[src/rtl/core/elcsr_pkg.sv]
// Shared types and constants of the edge-list to adjacency-table builder.
package elcsr_pkg;

	// Field widths of the ports
	localparam int OP_W       = 3;
	localparam int END_W      = 10;
	localparam int INDEX_W    = 12;
	localparam int VCOUNT_W   = 11;
	localparam int STATUS_W   = 2;
	localparam int OFFSET_W   = 13;
	localparam int EDGE_NUM_W = 11;

	// Operation codes
	localparam logic [OP_W-1:0] OP_START     = 3'd0;
	localparam logic [OP_W-1:0] OP_ADD       = 3'd1;
	localparam logic [OP_W-1:0] OP_BUILD     = 3'd2;
	localparam logic [OP_W-1:0] OP_READ_OFF  = 3'd3;
	localparam logic [OP_W-1:0] OP_READ_SLOT = 3'd4;

	// Status codes
	localparam logic [STATUS_W-1:0] ST_OK      = 2'd0;
	localparam logic [STATUS_W-1:0] ST_RANGE   = 2'd1;
	localparam logic [STATUS_W-1:0] ST_FULL    = 2'd2;
	localparam logic [STATUS_W-1:0] ST_UNBUILT = 2'd3;

	// One result word
	typedef struct packed {
		logic [STATUS_W-1:0]   status;
		logic [OFFSET_W-1:0]   offset_value;
		logic [END_W-1:0]      neighbor_vertex;
		logic [EDGE_NUM_W-1:0] edge_number;
	} elcsr_result_t;

	// Read and write strobes of the table memories
	typedef struct packed {
		logic deg_re;
		logic deg_we;
		logic edge_re;
		logic edge_we;
		logic pos_re;
		logic pos_we;
		logic slot_re;
		logic slot_we;
	} elcsr_mem_ctl_t;

endpackage

[src/rtl/core/elcsr_seq.sv]
// Sequencer with the shared adder: decodes ops and walks the tables for a build.
module elcsr_seq #(
	parameter int MAX_VERTICES = 1024,
	parameter int MAX_EDGES    = 2048,
	localparam int VAW   = $clog2(MAX_VERTICES + 1),
	localparam int DW    = $clog2(2 * MAX_EDGES + 1),
	localparam int EAW   = (MAX_EDGES > 1) ? $clog2(MAX_EDGES) : 1,
	localparam int SLOTS = 2 * MAX_EDGES,
	localparam int SAW   = $clog2(SLOTS)
) (
	input  logic                               clk,
	input  logic                               arst_n,
	input  logic [elcsr_pkg::VCOUNT_W-1:0]     nv,
	input  logic                               in_valid,
	output logic                               in_ready,
	input  logic [elcsr_pkg::OP_W-1:0]         op,
	input  logic [elcsr_pkg::END_W-1:0]        end_a,
	input  logic [elcsr_pkg::END_W-1:0]        end_b,
	input  logic [elcsr_pkg::INDEX_W-1:0]      read_index,
	output elcsr_pkg::elcsr_result_t           res,
	output logic                               res_valid,
	input  logic                               res_take,
	output elcsr_pkg::elcsr_mem_ctl_t          ctl,
	output logic [VAW-1:0]                     deg_ra0,
	output logic [VAW-1:0]                     deg_ra1,
	output logic [VAW-1:0]                     deg_wa,
	output logic [DW-1:0]                      deg_wd,
	input  logic [DW-1:0]                      deg_rd0,
	input  logic [DW-1:0]                      deg_rd1,
	output logic [EAW-1:0]                     edge_ra,
	output logic [EAW-1:0]                     edge_wa,
	output logic [2*elcsr_pkg::END_W-1:0]      edge_wd,
	input  logic [2*elcsr_pkg::END_W-1:0]      edge_rd,
	output logic [EAW-1:0]                     pos_ra,
	output logic [EAW-1:0]                     pos_wa,
	output logic [2*DW-1:0]                    pos_wd,
	input  logic [2*DW-1:0]                    pos_rd,
	output logic [SAW-1:0]                     slot_ra,
	output logic [SAW-1:0]                     slot_wa,
	output logic [elcsr_pkg::END_W+EAW-1:0]    slot_wd,
	input  logic [elcsr_pkg::END_W+EAW-1:0]    slot_rd
);
	import elcsr_pkg::*;

	localparam int ECW = $clog2(MAX_EDGES + 1);

	// Sequencer states
	localparam logic [4:0] S_IDLE    = 5'd0;
	localparam logic [4:0] S_RD_OFF  = 5'd1;
	localparam logic [4:0] S_RD_SLOT = 5'd2;
	localparam logic [4:0] S_CHK_RD  = 5'd3;
	localparam logic [4:0] S_CHK_EV  = 5'd4;
	localparam logic [4:0] S_CLR     = 5'd5;
	localparam logic [4:0] S_RC_RD   = 5'd6;
	localparam logic [4:0] S_RC_DEG  = 5'd7;
	localparam logic [4:0] S_RC_A    = 5'd8;
	localparam logic [4:0] S_RC_B    = 5'd9;
	localparam logic [4:0] S_PFX_RD  = 5'd10;
	localparam logic [4:0] S_PFX_WR  = 5'd11;
	localparam logic [4:0] S_SC_RD   = 5'd12;
	localparam logic [4:0] S_SC_DEG  = 5'd13;
	localparam logic [4:0] S_SC_A    = 5'd14;
	localparam logic [4:0] S_SC_B    = 5'd15;
	localparam logic [4:0] S_RESP    = 5'd16;

	logic [4:0]          state_q;
	logic [EAW-1:0]      i_q;
	logic [VAW-1:0]      j_q;
	logic [DW-1:0]       run_q;
	logic [DW-1:0]       pos0_q;
	logic [DW-1:0]       pos1_q;
	logic [ECW-1:0]      edge_count_q;
	logic                built_q;
	logic [VCOUNT_W-1:0] built_nv_q;
	elcsr_result_t       res_q;

	logic [END_W-1:0] ends_a;
	logic [END_W-1:0] ends_b;
	logic [DW-1:0]    pos_rd0;
	logic [DW-1:0]    pos_rd1;
	logic [DW-1:0]    add_x;
	logic [DW-1:0]    add_y;
	logic [DW-1:0]    sum;
	logic             add_in_range;
	logic             edges_full;
	logic             off_in_range;
	logic             slot_in_range;
	logic             ends_in_range;
	logic             last_edge;
	logic             last_vertex;
	elcsr_result_t    acc_res;
	logic [4:0]       acc_next;

	// Unpack the registered memory words
	assign ends_a  = edge_rd[2*END_W-1:END_W];
	assign ends_b  = edge_rd[END_W-1:0];
	assign pos_rd0 = pos_rd[2*DW-1:DW];
	assign pos_rd1 = pos_rd[DW-1:0];

	// Range checks of the incoming word and of a stored edge, plus the full and last-item flags
	assign add_in_range  = (VCOUNT_W'(end_a) < nv) && (VCOUNT_W'(end_b) < nv);
	assign edges_full    = edge_count_q == ECW'(MAX_EDGES);
	assign off_in_range  = (32'(read_index) <= 32'(built_nv_q))
		&& (32'(read_index) <= 32'(MAX_VERTICES));
	assign slot_in_range = (32'(read_index) < (32'(edge_count_q) << 1))
		&& (32'(read_index) < 32'(SLOTS));
	assign ends_in_range = (VCOUNT_W'(ends_a) < nv) && (VCOUNT_W'(ends_b) < nv);
	assign last_edge     = (ECW'(i_q) + ECW'(1)) == edge_count_q;
	assign last_vertex   = 32'(j_q) == 32'(nv);

	assign in_ready  = state_q == S_IDLE;
	assign res_valid = state_q == S_RESP;
	assign res       = res_q;

	// Decode the waiting word: its early status and the state it leads to
	always_comb begin
		acc_res  = '0;
		acc_next = S_RESP;
		unique case (op)
			OP_START: ;
			OP_ADD: begin
				if (!add_in_range) begin
					acc_res.status = ST_RANGE;
				end else if (edges_full) begin
					acc_res.status = ST_FULL;
				end
			end
			OP_BUILD: begin
				if (edge_count_q != '0 && nv != '0) begin
					acc_next = S_CHK_RD;
				end
			end
			OP_READ_OFF: begin
				if (!built_q) begin
					acc_res.status = ST_UNBUILT;
				end else if (!off_in_range) begin
					acc_res.status = ST_RANGE;
				end else begin
					acc_next = S_RD_OFF;
				end
			end
			OP_READ_SLOT: begin
				if (!built_q) begin
					acc_res.status = ST_UNBUILT;
				end else if (!slot_in_range) begin
					acc_res.status = ST_RANGE;
				end else begin
					acc_next = S_RD_SLOT;
				end
			end
			default: begin
				acc_res.status = ST_RANGE;
			end
		endcase
	end

	// Shared adder: counter bump, prefix accumulation, slot address
	always_comb begin
		add_x = '0;
		add_y = '0;
		case (state_q)
			S_RC_A: begin
				add_x = deg_rd0;
				add_y = DW'(1);
			end
			S_RC_B: begin
				add_x = pos1_q;
				add_y = DW'(1);
			end
			S_PFX_WR: begin
				add_x = run_q;
				add_y = deg_rd0;
			end
			S_SC_A: begin
				add_x = deg_rd0;
				add_y = pos_rd0;
			end
			S_SC_B: begin
				add_x = deg_rd1;
				add_y = pos_rd1;
			end
			default: ;
		endcase
	end
	assign sum = add_x + add_y;

	// Drive memory strobes and addresses from the state
	always_comb begin
		ctl     = '0;
		deg_ra0 = j_q;
		deg_ra1 = VAW'(ends_b);
		deg_wa  = j_q;
		deg_wd  = '0;
		edge_ra = i_q;
		edge_wa = EAW'(edge_count_q);
		edge_wd = {end_a, end_b};
		pos_ra  = i_q;
		pos_wa  = i_q;
		pos_wd  = {pos0_q, pos1_q};
		slot_ra = SAW'(read_index);
		slot_wa = SAW'(sum);
		slot_wd = {ends_b, i_q};
		unique case (state_q) inside
			S_IDLE: begin
				if (in_valid) begin
					if (op == OP_ADD && add_in_range && !edges_full) begin
						ctl.edge_we = 1'b1;
					end
					if (op == OP_READ_OFF && built_q && off_in_range) begin
						ctl.deg_re = 1'b1;
						deg_ra0    = VAW'(read_index);
					end
					if (op == OP_READ_SLOT && built_q && slot_in_range) begin
						ctl.slot_re = 1'b1;
					end
				end
			end
			S_CHK_RD, S_RC_RD: begin
				ctl.edge_re = 1'b1;
			end
			S_SC_RD: begin
				ctl.edge_re = 1'b1;
				ctl.pos_re  = 1'b1;
			end
			S_RC_DEG, S_SC_DEG: begin
				ctl.deg_re = 1'b1;
				deg_ra0    = VAW'(ends_a);
			end
			S_CLR: begin
				ctl.deg_we = 1'b1;
			end
			S_RC_A: begin
				ctl.deg_we = 1'b1;
				deg_wa     = VAW'(ends_a);
				deg_wd     = sum;
			end
			S_RC_B: begin
				ctl.deg_we = 1'b1;
				ctl.pos_we = 1'b1;
				deg_wa     = VAW'(ends_b);
				deg_wd     = sum;
			end
			S_PFX_RD: begin
				ctl.deg_re = 1'b1;
			end
			S_PFX_WR: begin
				ctl.deg_we = 1'b1;
				deg_wd     = run_q;
			end
			S_SC_A: begin
				ctl.slot_we = 1'b1;
			end
			S_SC_B: begin
				ctl.slot_we = 1'b1;
				slot_wd     = {ends_a, i_q};
			end
			default: ;
		endcase
	end

	// Decode accepted words and step through the build passes
	always_ff @(posedge clk or negedge arst_n) begin
		if (!arst_n) begin
			state_q      <= S_IDLE;
			i_q          <= '0;
			j_q          <= '0;
			run_q        <= '0;
			pos0_q       <= '0;
			pos1_q       <= '0;
			edge_count_q <= '0;
			built_q      <= 1'b0;
			built_nv_q   <= '0;
			res_q        <= '0;
		end else begin
			unique case (state_q)
				S_IDLE: begin
					if (in_valid) begin
						res_q   <= acc_res;
						i_q     <= '0;
						j_q     <= '0;
						run_q   <= '0;
						state_q <= acc_next;
						if (op == OP_START) begin
							edge_count_q <= '0;
							built_q      <= 1'b0;
						end else if (op == OP_ADD && acc_res.status == ST_OK) begin
							edge_count_q <= edge_count_q + ECW'(1);
							built_q      <= 1'b0;
						end
					end
				end
				S_RD_OFF: begin
					res_q.offset_value <= OFFSET_W'(deg_rd0);
					state_q            <= S_RESP;
				end
				S_RD_SLOT: begin
					res_q.neighbor_vertex <= slot_rd[END_W+EAW-1:EAW];
					res_q.edge_number     <= EDGE_NUM_W'(slot_rd[EAW-1:0]);
					state_q               <= S_RESP;
				end
				// Check every stored edge against the current vertex count
				S_CHK_RD: begin
					state_q <= S_CHK_EV;
				end
				S_CHK_EV: begin
					if (!ends_in_range) begin
						res_q.status <= ST_RANGE;
						state_q      <= S_RESP;
					end else if (last_edge) begin
						j_q     <= '0;
						state_q <= S_CLR;
					end else begin
						i_q     <= i_q + EAW'(1);
						state_q <= S_CHK_RD;
					end
				end
				// Zero the counters up to and including the vertex count
				S_CLR: begin
					if (last_vertex) begin
						i_q     <= '0;
						state_q <= S_RC_RD;
					end else begin
						j_q <= j_q + VAW'(1);
					end
				end
				// Recount: each end takes its position and bumps its counter
				S_RC_RD: begin
					state_q <= S_RC_DEG;
				end
				S_RC_DEG: begin
					state_q <= S_RC_A;
				end
				S_RC_A: begin
					pos0_q  <= deg_rd0;
					pos1_q  <= (ends_a == ends_b) ? sum : deg_rd1;
					state_q <= S_RC_B;
				end
				S_RC_B: begin
					if (last_edge) begin
						j_q     <= '0;
						run_q   <= '0;
						state_q <= S_PFX_RD;
					end else begin
						i_q     <= i_q + EAW'(1);
						state_q <= S_RC_RD;
					end
				end
				// Exclusive prefix sum over the counters
				S_PFX_RD: begin
					state_q <= S_PFX_WR;
				end
				S_PFX_WR: begin
					run_q <= sum;
					if (last_vertex) begin
						i_q     <= '0;
						state_q <= S_SC_RD;
					end else begin
						j_q     <= j_q + VAW'(1);
						state_q <= S_PFX_RD;
					end
				end
				// Scatter each edge into both of its slots
				S_SC_RD: begin
					state_q <= S_SC_DEG;
				end
				S_SC_DEG: begin
					state_q <= S_SC_A;
				end
				S_SC_A: begin
					state_q <= S_SC_B;
				end
				S_SC_B: begin
					if (last_edge) begin
						built_q    <= 1'b1;
						built_nv_q <= nv;
						state_q    <= S_RESP;
					end else begin
						i_q     <= i_q + EAW'(1);
						state_q <= S_SC_RD;
					end
				end
				S_RESP: begin
					if (res_take) begin
						state_q <= S_IDLE;
					end
				end
				default: begin
					state_q <= S_IDLE;
				end
			endcase
		end
	end

endmodule

[config.mk]
export PLATFORM = sky130hd
export DESIGN_NAME = elcsr_seq
export DESIGN_NICKNAME = d
export VERILOG_FILES = /design/src/rtl/core/elcsr_pkg.sv /design/src/rtl/core/elcsr_seq.sv
export SDC_FILE = /design/constraint.sdc
export NUM_CORES = 1
export LEC_CHECK = 0
export BUFFER_PORTS_ARGS = -buffer_cell sky130_fd_sc_hd__buf_2
export CAP_MARGIN = 20
export CORE_MARGIN = 1
export CORE_UTILIZATION = 47
export CTS_CLUSTER_SIZE = 28
export DETAILED_ROUTE_END_ITERATION = 7
export PLACE_DENSITY = 0.79
export SYNTH_ARGS = -nofsm -noshare
export SYNTH_HDL_FRONTEND = slang
export SYNTH_SLANG_ARGS = --single-unit
[constraint.sdc]
create_clock -name clk -period 4.2 [get_ports clk]
set_input_delay 0.21 -clock clk [delete_from_list [all_inputs] [get_ports clk]]
set_output_delay 0.21 -clock clk [all_outputs]
set_load 0.05 [all_outputs]
### Word-level counts from Yosys, hierarchy flattened

Index checks and enable logic that the tools add are counted.

| word-level totals | value |
|---|---|
| memories | 0 |
| RAM bits | 0 |
| bits in read-only memories | 0 |
| latch bits | 0 |
| word-level logic and storage cells | 174 |
| flip-flop bits (word level) | 126 |
| output and inout bits | 227 |

| operators by class | value |
|---|---|
| add/sub/neg operators | 5 |
| div/mod/pow operators | 0 |
| muxes and demuxes | 69 |
| shift-type cells | 0 |
| reduce and logical (&&, ||, !) cells | 46 |
| magnitude comparators | 7 |
| bitwise gates (word level) | 0 |
| $mul | 0 |
| equal/unequal tests | 34 |

Operators with widths:

| operator | number |
|---|---|
| case mux 13 bit (4 select lines) | 2 |
| two-way mux 11 bit | 9 |
| case mux 11 bit (4 select lines) | 2 |
| case mux 5 bit (16 select lines) | 1 |
| case mux 13 bit (2 select lines) | 2 |
| two-way mux 5 bit | 10 |
| less-than comparator 10 x 11 -> 1 bit | 4 |
| case mux 11 bit (2 select lines) | 2 |
| case mux 21 bit (2 select lines) | 1 |
| == test 5 x 4 -> 1 bit, second input constant | 8 |
| two-way mux 13 bit | 3 |
| case mux 13 bit (3 select lines) | 1 |
| two-way mux 36 bit | 1 |
| two-way mux 12 bit | 2 |
| adder 11 x 1 -> 11 bit, second input constant | 2 |
| two-way mux 21 bit | 1 |
| == test 5 x 3 -> 1 bit, second input constant | 4 |
| two-way mux 1 bit | 19 |
| OR reduction 2 bit | 8 |
| case mux 5 bit (3 select lines) | 1 |
| != test 2 bit, second input constant | 7 |
| adder 13 bit | 1 |
| less-than comparator 12 x 13 -> 1 bit | 1 |
| adder 11 x 1 -> 12 bit, second input constant | 1 |
| other kinds (36) | 68 |

### Longest topological paths before layout

Gate-level depths: netlist (run 1).

| logic depth | value |
|---|---|
| depth in word-level cells | 11 |
| depth in mapped cells | 18 |
| mapped depth without buffers | 15 |

### Worst setup path before layout (run 1)

No wires, ideal clock.

| timing path | value |
|---|---|
| path kind | register to output |
| from | register state_q[4] |
| to | output port deg_wd[8] |
| required time | 3.990 ns |
| stages on the path, launching flop included | 16 |
| data arrival time | 5.254 ns |
| slack | -1.264 ns |
| path through | dfrtp_1 -> clkbuf_1 -> nor4b_2 -> nand2_1 -> inv_1 -> buf_1 -> a22oi_1 -> nand2_1 -> ha_1 -> a21o_1 -> a21oi_1 -> o21bai_1 -> a2111oi_0 -> nor2_1 -> xnor2_1 -> a22o_1 |

| between the ends | value |
|---|---|
| cells in the longest elaborated chain, start to end | 5 |

RTL lines:

| what | RTL line | RTL |
|---|---|---|
| start: declaration | elcsr_seq.sv:66 | `logic [4:0] state_q;` |
| start signal: assignment | elcsr_seq.sv:282 | `state_q <= acc_next;` |
| == test 5 x 4 -> 1 bit | elcsr_seq.sv:161 | `case (state_q)` |
| OR reduction 2 bit (no line) | n/a |  |
| case mux 13 bit (4 select lines) | elcsr_seq.sv:161 |  |
| adder 13 bit * | elcsr_seq.sv:185 | `assign sum = add_x + add_y;` |
| via slot_wa[8] | elcsr_seq.sv:39 | `output logic [SAW-1:0] slot_wa,` |
| case mux 13 bit (2 select lines) * | elcsr_seq.sv:203 | `unique case (state_q) inside` |
| end: declaration | elcsr_seq.sv:27 | `output logic [DW-1:0] deg_wd,` |

Mark *: on every way through the listed nets, which the timed path passes. The rest lies on a longest branch.

### Worst setup path in the final report (run 1)

| timing path | value |
|---|---|
| from | register state_q[4] |
| to | output port deg_wd[11] |

| between the ends | value |
|---|---|
| cells in the longest elaborated chain, start to end | 5 |

RTL lines:

| what | RTL line |
|---|---|
| == test 5 x 4 -> 1 bit | elcsr_seq.sv:161 |
| OR reduction 2 bit (no line) | n/a |
| case mux 13 bit (4 select lines) | elcsr_seq.sv:161 |
| adder 13 bit | elcsr_seq.sv:185 |
| case mux 13 bit (2 select lines) * | elcsr_seq.sv:203 |

Mark *: on every way between the ends. The rest lies on a longest branch, timed or not.

==> run_results.csv, run 1 <==
group,metric,value,unit
worst_setup_path,ff2ff_setup_slack,0.46,ns
timing,post-route-min-period,4.132,ns
cts,tritoncts,"yes",
synthesis,netlist_area,10610,sq um
grt,first_global_vias,10370,
pwr,internal_power_consumption,0.002559,W
synthesis,synthMostInstantiatedCell,"nand2_1",
synthesis,syn-num-nets,1520,
floorplanning,die-width,152.3,um
pwr,leakagePower,6.733,nW
worst_setup_path,timing.setup.critical_path_class,"reg -> out",
pwr,power_frac_clock,0.368,
synthesis,dominantRegCellSynth,"dfrtp_1",
status,failing_checks,"design-rule violations",
floorplanning,floorplan.rows,54,
status,run_status,"finished, violations left",
cts,clk-insertion-delay-late,0.43,ns
synthesis,post-synth-top-area-cell,"dfrtp_1",
timing,hold-worst-slack,0.01176,ns
pwr,switching_power,0.001640,W
finish,antennaDiodeCount,0,
synthesis,synth_top_cells_by_area,"dfrtp_1 (30%), ha_1 (8.6%), nand2_1 (7.7%)",
pwr,powerDensity,318.2,nW/um^2
routing,route.detailed.drc,26,
synthesis,synth_async_sr_flop_share,1.000,
timing,timing_worst_slew_pin_value,0.9384,ns
timing,final-max-slew-violation-count,0,
grt,grt_first_pass_wirelength,56750,um
cts,clock_tree.root_cell,"clkbuf_16",
grt,largest_net_degree_at_the_start_of_global_routing,67,
grt,antenna_found_initial,0,
hold_path,min_path_type,"in -> reg",
timing,finalSetupViolations,0,
grt,grt_use_total,0.3100,
flow_run,max_cap_viol_count,0,
routing,dr.pass1.iters,8,
timing,clock.fmax,242.0,MHz
synthesis,synth_enable_flop_cells,0,
floorplanning,initial_utilization,0.4832,
timing,slew_margin_rel,0.3744,
finish,final_util,0.6009,
place,numPlacedInstances,1816,
routing,vias_per_cell,5.990,
cts,clkSlewWorstSetupHoldPaths,0.07,ns
synthesis,yosys.area.top_type_share,0.2971,
floorplanning,area_enclosed_by_the_die_boundary,23180,sq um
finish,nets,1801,
cts,cts_buffer_depth,2,
floorplanning,die_h,152.3,um
worst_setup_path,crit_arrival,3.92,ns
finish,layout-area-overhead-vs-synth,24.35,%
routing,postRouteWirelength,36990,um
place,placement.cell_area,12190,sq um
floorplanning,core-area,21960,sq um
finish,post_route_cells_drive_above_1_share,0.3331,
worst_setup_path,setup.worst_path.end_class,"output port",
finish,post-route-cell-area,13200,sq um
cts,htree_num_levels,4,
place,gp_congestion,0.9781,
routing,num_vias,11240,
synthesis,synth_warnings,0,
pwr,share_comb_of_total_power,0.308,
finish,post_layout_nonfiller_instances,1877,
timing,finalHoldViolCount,0,
synthesis,synth.yosys.seq_area_share,0.2971,
timing,fin_worst_skew,0.009702,ns
routing,detail_route.iter0.violations,1073,
synthesis,avgSynthCellArea,8.144,sq um
grt,global_route.overflow_total,0,
worst_setup_path,start_kind,"register",
routing,antenna_violating_nets_left,0,
pwr,seq_power_share,0.324,
place,io_buffers,368,
synthesis,synthCells,1303,
pwr,power_switching_share,0.3907,
floorplanning,io_pins,370,
timing,layout_worst_path_cycle_share,0.9838,
synthesis,synth.ff_latch_count,126,
worst_setup_path,cp_data_required_time,3.99,ns
routing,wl_per_cell,19.71,um
pwr,ir_drop,0.2266,mV
synthesis,post_synth_num_cell_types,75,
worst_setup_path,timing.critical_path.fanout_max,8,
cts,clkSinkCount,126,
cts,numCtsBuffers,17,
synthesis,synth_commonest_cells,"nand2_1 (217), dfrtp_1 (126), o21ai_0 (89), buf_4 (88), ha_1 (73)",
place,dp.final_hpwl,27430,um
## through the flow
step                worst slack, ns  power, W  TNS, ns
floorplan                  0.007812  0.002267        0
detailed placement           0.1752  0.002626        0
global route               -0.04730  0.004360  -0.1458
finish                      0.06786  0.004199        0
CTS                       0.0007470  0.004184        0
global placement             0.2683  0.002604        0
## timing repair
action                                 CTS  global route
pin swaps                                4            15
hold buffers                            16             0
resized for setup                       15            26
setup buffers                            2            11
setup endpoints to repair                9             9
endpoints found under the hold margin   79             0
## registers in the layout, indices dropped and copies added (netlist names)
name / flops
built_nv_q: 11
built_q: 1
edge_count_q: 12
edge_ra: 11
j_q: 11
pos0_q: 13
pos1_q: 13
res: 36
run_q: 13
state_q: 5
## power groups by stage
| stage | registers (W) | clock network, W | logic, W |
|---|---|---|---|
| 6_report | 0.00136 | 0.00154 | 0.00129 |
| 5_1_grt | 0.00137 | 0.00161 | 0.00138 |
| 4_1_cts | 0.00136 | 0.00156 | 0.00126 |
| 3_5_place_dp | 0.00138 | 0 | 0.00124 |
| 3_3_place_gp | 0.00138 | 0 | 0.00122 |
| 2_1_floorplan | 0.00152 | 0 | 0.000745 |
## layout make-up
| cell class | instances | area [sq um] |
|---|---|---|
| multi-input combinational | 940 | 6452 |
| tap | 280 | 350.3 |
| clock inverter | 14 | 172.7 |
| inverter | 69 | 266.5 |
| fill | 1934 | 8763 |
| timing repair buffer | 430 | 2365 |
| sequential | 126 | 3159 |
| clock buffer | 18 | 429.2 |
## final timing paths
path / start / to / depth (start not counted)
min in group asynchronous: arst_n / built_nv_q[5] / 2
worst max register to register: state_q[1] / edge_ra[0] / 10
max in group asynchronous: arst_n / pos1_q[4] / 3
worst min-delay path: slot_rd[0] / res[0] / 3
worst max-delay path: state_q[4] / deg_wd[11] / 16
worst min register to register: pos0_q[9] / pos0_q[9] / 2
## routing by layer
metal	vias up	track usage	wire length, um
li1	5148	-	-
met1	5340	0.4045	14790
met2	657	0.5139	17760
met3	98	0.04778	3219
met4	0	0.1259	1221
met5	-	0	0
## cell usage in the layout (no fill, tap or decap), types with 7 or more instances in the layout
cell	count
xor2_1	9
nand4_1	16
a21oi_1	47
clkbuf_16	17
nor2_1	61
dlygate4sd3_1	16
nor4_1	10
a21o_1	23
and3_1	9
nand2b_1	10
mux2i_1	21
o221ai_1	13
mux2_2	13
o41ai_1	18
nor2b_1	14
buf_4	48
a22oi_1	40
inv_1	67
xnor2_1	28
or3_1	12
nand2_1	215
nor3_1	16
a31o_2	11
nand3_1	32
o21ai_0	85
ha_1	72
buf_2	363
o31ai_1	14
o41ai_2	7
a22o_1	21
dfrtp_1	121
## worst max-delay path: stages (launching register included)
cell and delay [ns]:
dfrtp_2 0.42, buf_4 0.15, nor2_2 0.19, and3_4 0.25
buf_4 0.17, a22oi_1 0.09, nand2_1 0.12, ha_1 0.24
a21o_1 0.17, a21oi_2 0.18, o21bai_1 0.10, a2111o_1 0.42
a31oi_4 0.25, o21ai_1 0.14, xnor2_2 0.19, a22o_4 0.23
buf_4 0.18
## logic make-up (layout without fill, tap and decap cells)
group	after synthesis	in the layout	synth area share
AOI/OAI and AO/OA	350	350	0.2352
xor gates and xnor gates	43	43	0.03549
adders and majority gates	74	74	0.08796
buffers and inverters	237	531	0.1173
DFF	126	126	0.2971
muxes	35	35	0.03467
other	1	1	0.0003534
and+or+nand+nor	437	437	0.1918
(Power assumes the default switching activity.)
==> run 2: changes to the inputs <==
--- a/config.mk
+++ b/config.mk
@@ -8,10 +8,10 @@
 export BUFFER_PORTS_ARGS = -buffer_cell sky130_fd_sc_hd__buf_2
 export CAP_MARGIN = 20
 export CORE_MARGIN = 1
-export CORE_UTILIZATION = 47
+export CORE_UTILIZATION = 50
 export CTS_CLUSTER_SIZE = 28
 export DETAILED_ROUTE_END_ITERATION = 7
-export PLACE_DENSITY = 0.79
+export PLACE_DENSITY = 0.8
 export SYNTH_ARGS = -nofsm -noshare
 export SYNTH_HDL_FRONTEND = slang
 export SYNTH_SLANG_ARGS = --single-unit
==> constraint.sdc (replaced) <==
create_clock -name clk -period 5.1 [get_ports clk]
set_input_delay 0.255 -clock clk [delete_from_list [all_inputs] [get_ports clk]]
set_output_delay 0.255 -clock clk [all_outputs]
set_load 0.05 [all_outputs]
==> run 2 against run 1 <==
Effect of this change:
- the flow now finishes without violations
- routed wire length is 3.0% lower
- final area fell by 4.0%
- setup slack improved by 0.26 ns
- via count down 1.9%
- sequential share of layout area increased by 0.95 points
- power shrank 20%
- largest cell class unchanged
- largest power group unchanged
==> run_results.csv, run 2 (synthesis gave the netlist of run 1 again) <==
group,metric,value,unit
status,run_status,"finished clean",
place,gp_congestion,0.9516,
timing,clock.fmax,209.6,MHz
grt,grt_use_total,0.3236,
routing,postRouteWirelength,35880,um
finish,mostFrequentLayoutCell,"buf_2",
routing,vias_per_cell,6.021,
worst_setup_path,cp_cell_sequence,"nand2_1 -> nor3_4 -> a22oi_1 -> nand2_1 -> ha_1 -> a21o_1 -> a21oi_1 -> o21bai_1 -> a2111o_1 -> a31oi_1 -> o21ai_0 -> xnor2_2 -> a22o_1 -> buf_2",
worst_setup_path,setup.worst_path.end_class,"output port",
grt,use_met3,0.05370,
flow_run,max_cap_viol_count,0,
finish,mostFrequentLayoutCells,"buf_2 (367), nand2_1 (217), dfrtp_1 (126)",
cts,clkSlewWorstSetupHoldPaths,0.07,ns
floorplanning,die-width,147.7,um
grt,grt_first_pass_wirelength,55300,um
finish,multi_input_comb_area,6281,sq um
cts,clock_tree.root_cell,"clkbuf_16",
grt,largest_net_degree_at_the_start_of_global_routing,73,
worst_setup_path,path_depth,14,
worst_setup_path,crit_arrival,4.52,ns
pwr,leakagePower,6.487,nW
routing,dr.pass1.iters,5,
hold_path,whs_path_depth,3,
cts,clk-insertion-delay-late,0.43,ns
timing,timing.setup.tns,0,ns
timing,slew_margin_rel,0.3823,
timing,layout_worst_path_cycle_share,0.9357,
finish,nets,1765,
pwr,ir_drop,0.2496,mV
timing,post-route-min-period,4.772,ns
floorplanning,area_enclosed_by_the_die_boundary,21810,sq um
cts,htree_num_levels,4,
routing,detail_route.iter0.violations,905,
finish,largest_register_ff_count,36,
worst_setup_path,reg2regPathDepth,13,
floorplanning,floorplan.rows,52,
place,pre_cts_slack,0.4580,ns
hold_path,min_path_type,"in -> reg",
worst_setup_path,timing.setup.critical_path_class,"reg -> out",
worst_setup_path,crit_top_cell,"nand2_1",
routing,antenna_violating_nets_left,0,
finish,final.fill_count,1834,
cts,numCtsBuffers,17,
worst_setup_path,start_kind,"register",
floorplanning,initial_utilization,0.5178,
grt,grt_util_met1,0.4231,
routing,num_vias,11030,
timing,fin_worst_skew,0.01240,ns
pwr,totalPowerFinal,0.003374,W
worst_setup_path,timing.critical_path.fanout_max,15,
timing,finalHoldViolCount,0,
worst_setup_path,crit_path_top_delay_cell,"dfrtp_1",
cts,tritoncts,"yes",
cts,clkSinkCount,126,
routing,wl_per_cell,19.59,um
timing,timing_worst_slew_pin_value,0.9266,ns
grt,grt.met2_usage,0.5314,
finish,final_util,0.6180,
floorplanning,die_h,147.7,um
worst_setup_path,total_buffers_and_inverters_traversed_by_the_critical_path,1,
finish,area_of_all_sequential_standard_cells,3153,sq um
grt,antenna_found_initial,1,
finish,layout-area-overhead-vs-synth,19.36,%
floorplanning,io_pins,370,
worst_setup_path,timing.critical_path.max_delay_family,"compound AO/OA/AOI/OAI gates",
finish,post_route_cells_drive_above_1_share,0.3069,
grt,first_global_vias,10130,
grt,global_route.overflow_total,0,
timing,finalSetupViolations,0,
floorplanning,core-area,20490,sq um
timing,final_worst_setup_slack,0.3281,ns
timing,final-max-slew-violation-count,0,
place,dp.final_hpwl,27060,um
pwr,powerDensity,266.4,nW/um^2
worst_setup_path,cp_data_required_time,4.85,ns
place,io_buffers,368,
cts,cts_buffer_depth,2,
grt,top_usage_layer_grt,"met2",
routing,route.detailed.drc,0,
worst_setup_path,max_stage_delay,0.66,ns
-- run 2: final cells by class --
type,instances,area share
well taps,270,0.02667
clock inverters,15,0.01304
multi-input cells,940,0.4959
repair buffers,394,0.1612
inverters,69,0.02045
clock buffers,17,0.03359
flip-flops and latches,126,0.2489
diodes,1,0.0001976
-- run 2: timing repair --
item | in CTS | in global routing
endpoints found under the hold margin | 54 | 0
setup buffers | 0 | 2
setup endpoints to repair | 2 | 4
hold buffers | 1 | 0
gates resized for setup | 1 | 2
pin swaps | 0 | 1
-- run 2: worst paths after layout --
check	from	to	slack, ns
worst max-delay path	state_q[2]	deg_wd[11]	0.33
worst min-delay path	slot_rd[8]	res[8]	0.03
worst max register to register	state_q[2]	run_q[11]	1.13
worst min register to register	pos0_q[12]	pos0_q[12]	0.48
max in group asynchronous	arst_n	state_q[2]	3.19
min in group asynchronous	arst_n	built_nv_q[3]	0.47
-- run 2: where the power goes --
part	switching (W)	total [W]	internal (W)
Combinational	0.000745	0.00103	0.000281
Clock	0.000569	0.00123	0.000661
Sequential	0.0000592	0.00112	0.00106
Total	0.00137	0.00337	0.00200
-- run 2: layer usage --
layer	wire length [um]	vias up
li1	-	5075
met4	1045	0
met2	17140	628
met3	3091	82
met5	0	-
met1	14610	5246
-- run 2: worst min-delay path: cells and delay by family --
kind	cells	cell delay, ns
compound gates	1	0.05
buf+inv	1	0.08
simple gates	1	0.03
-- run 2: through the flow --
step                area (sq um)  hold slack (ns)  cells
finish                     12670          0.02730   1832
global route               12670          0.01862   1832
CTS                        12640          0.01704   1829
detailed placement         12040           0.3804   1796
global placement           12040           0.3741   1796
floorplan                  10640         -0.04059   1303
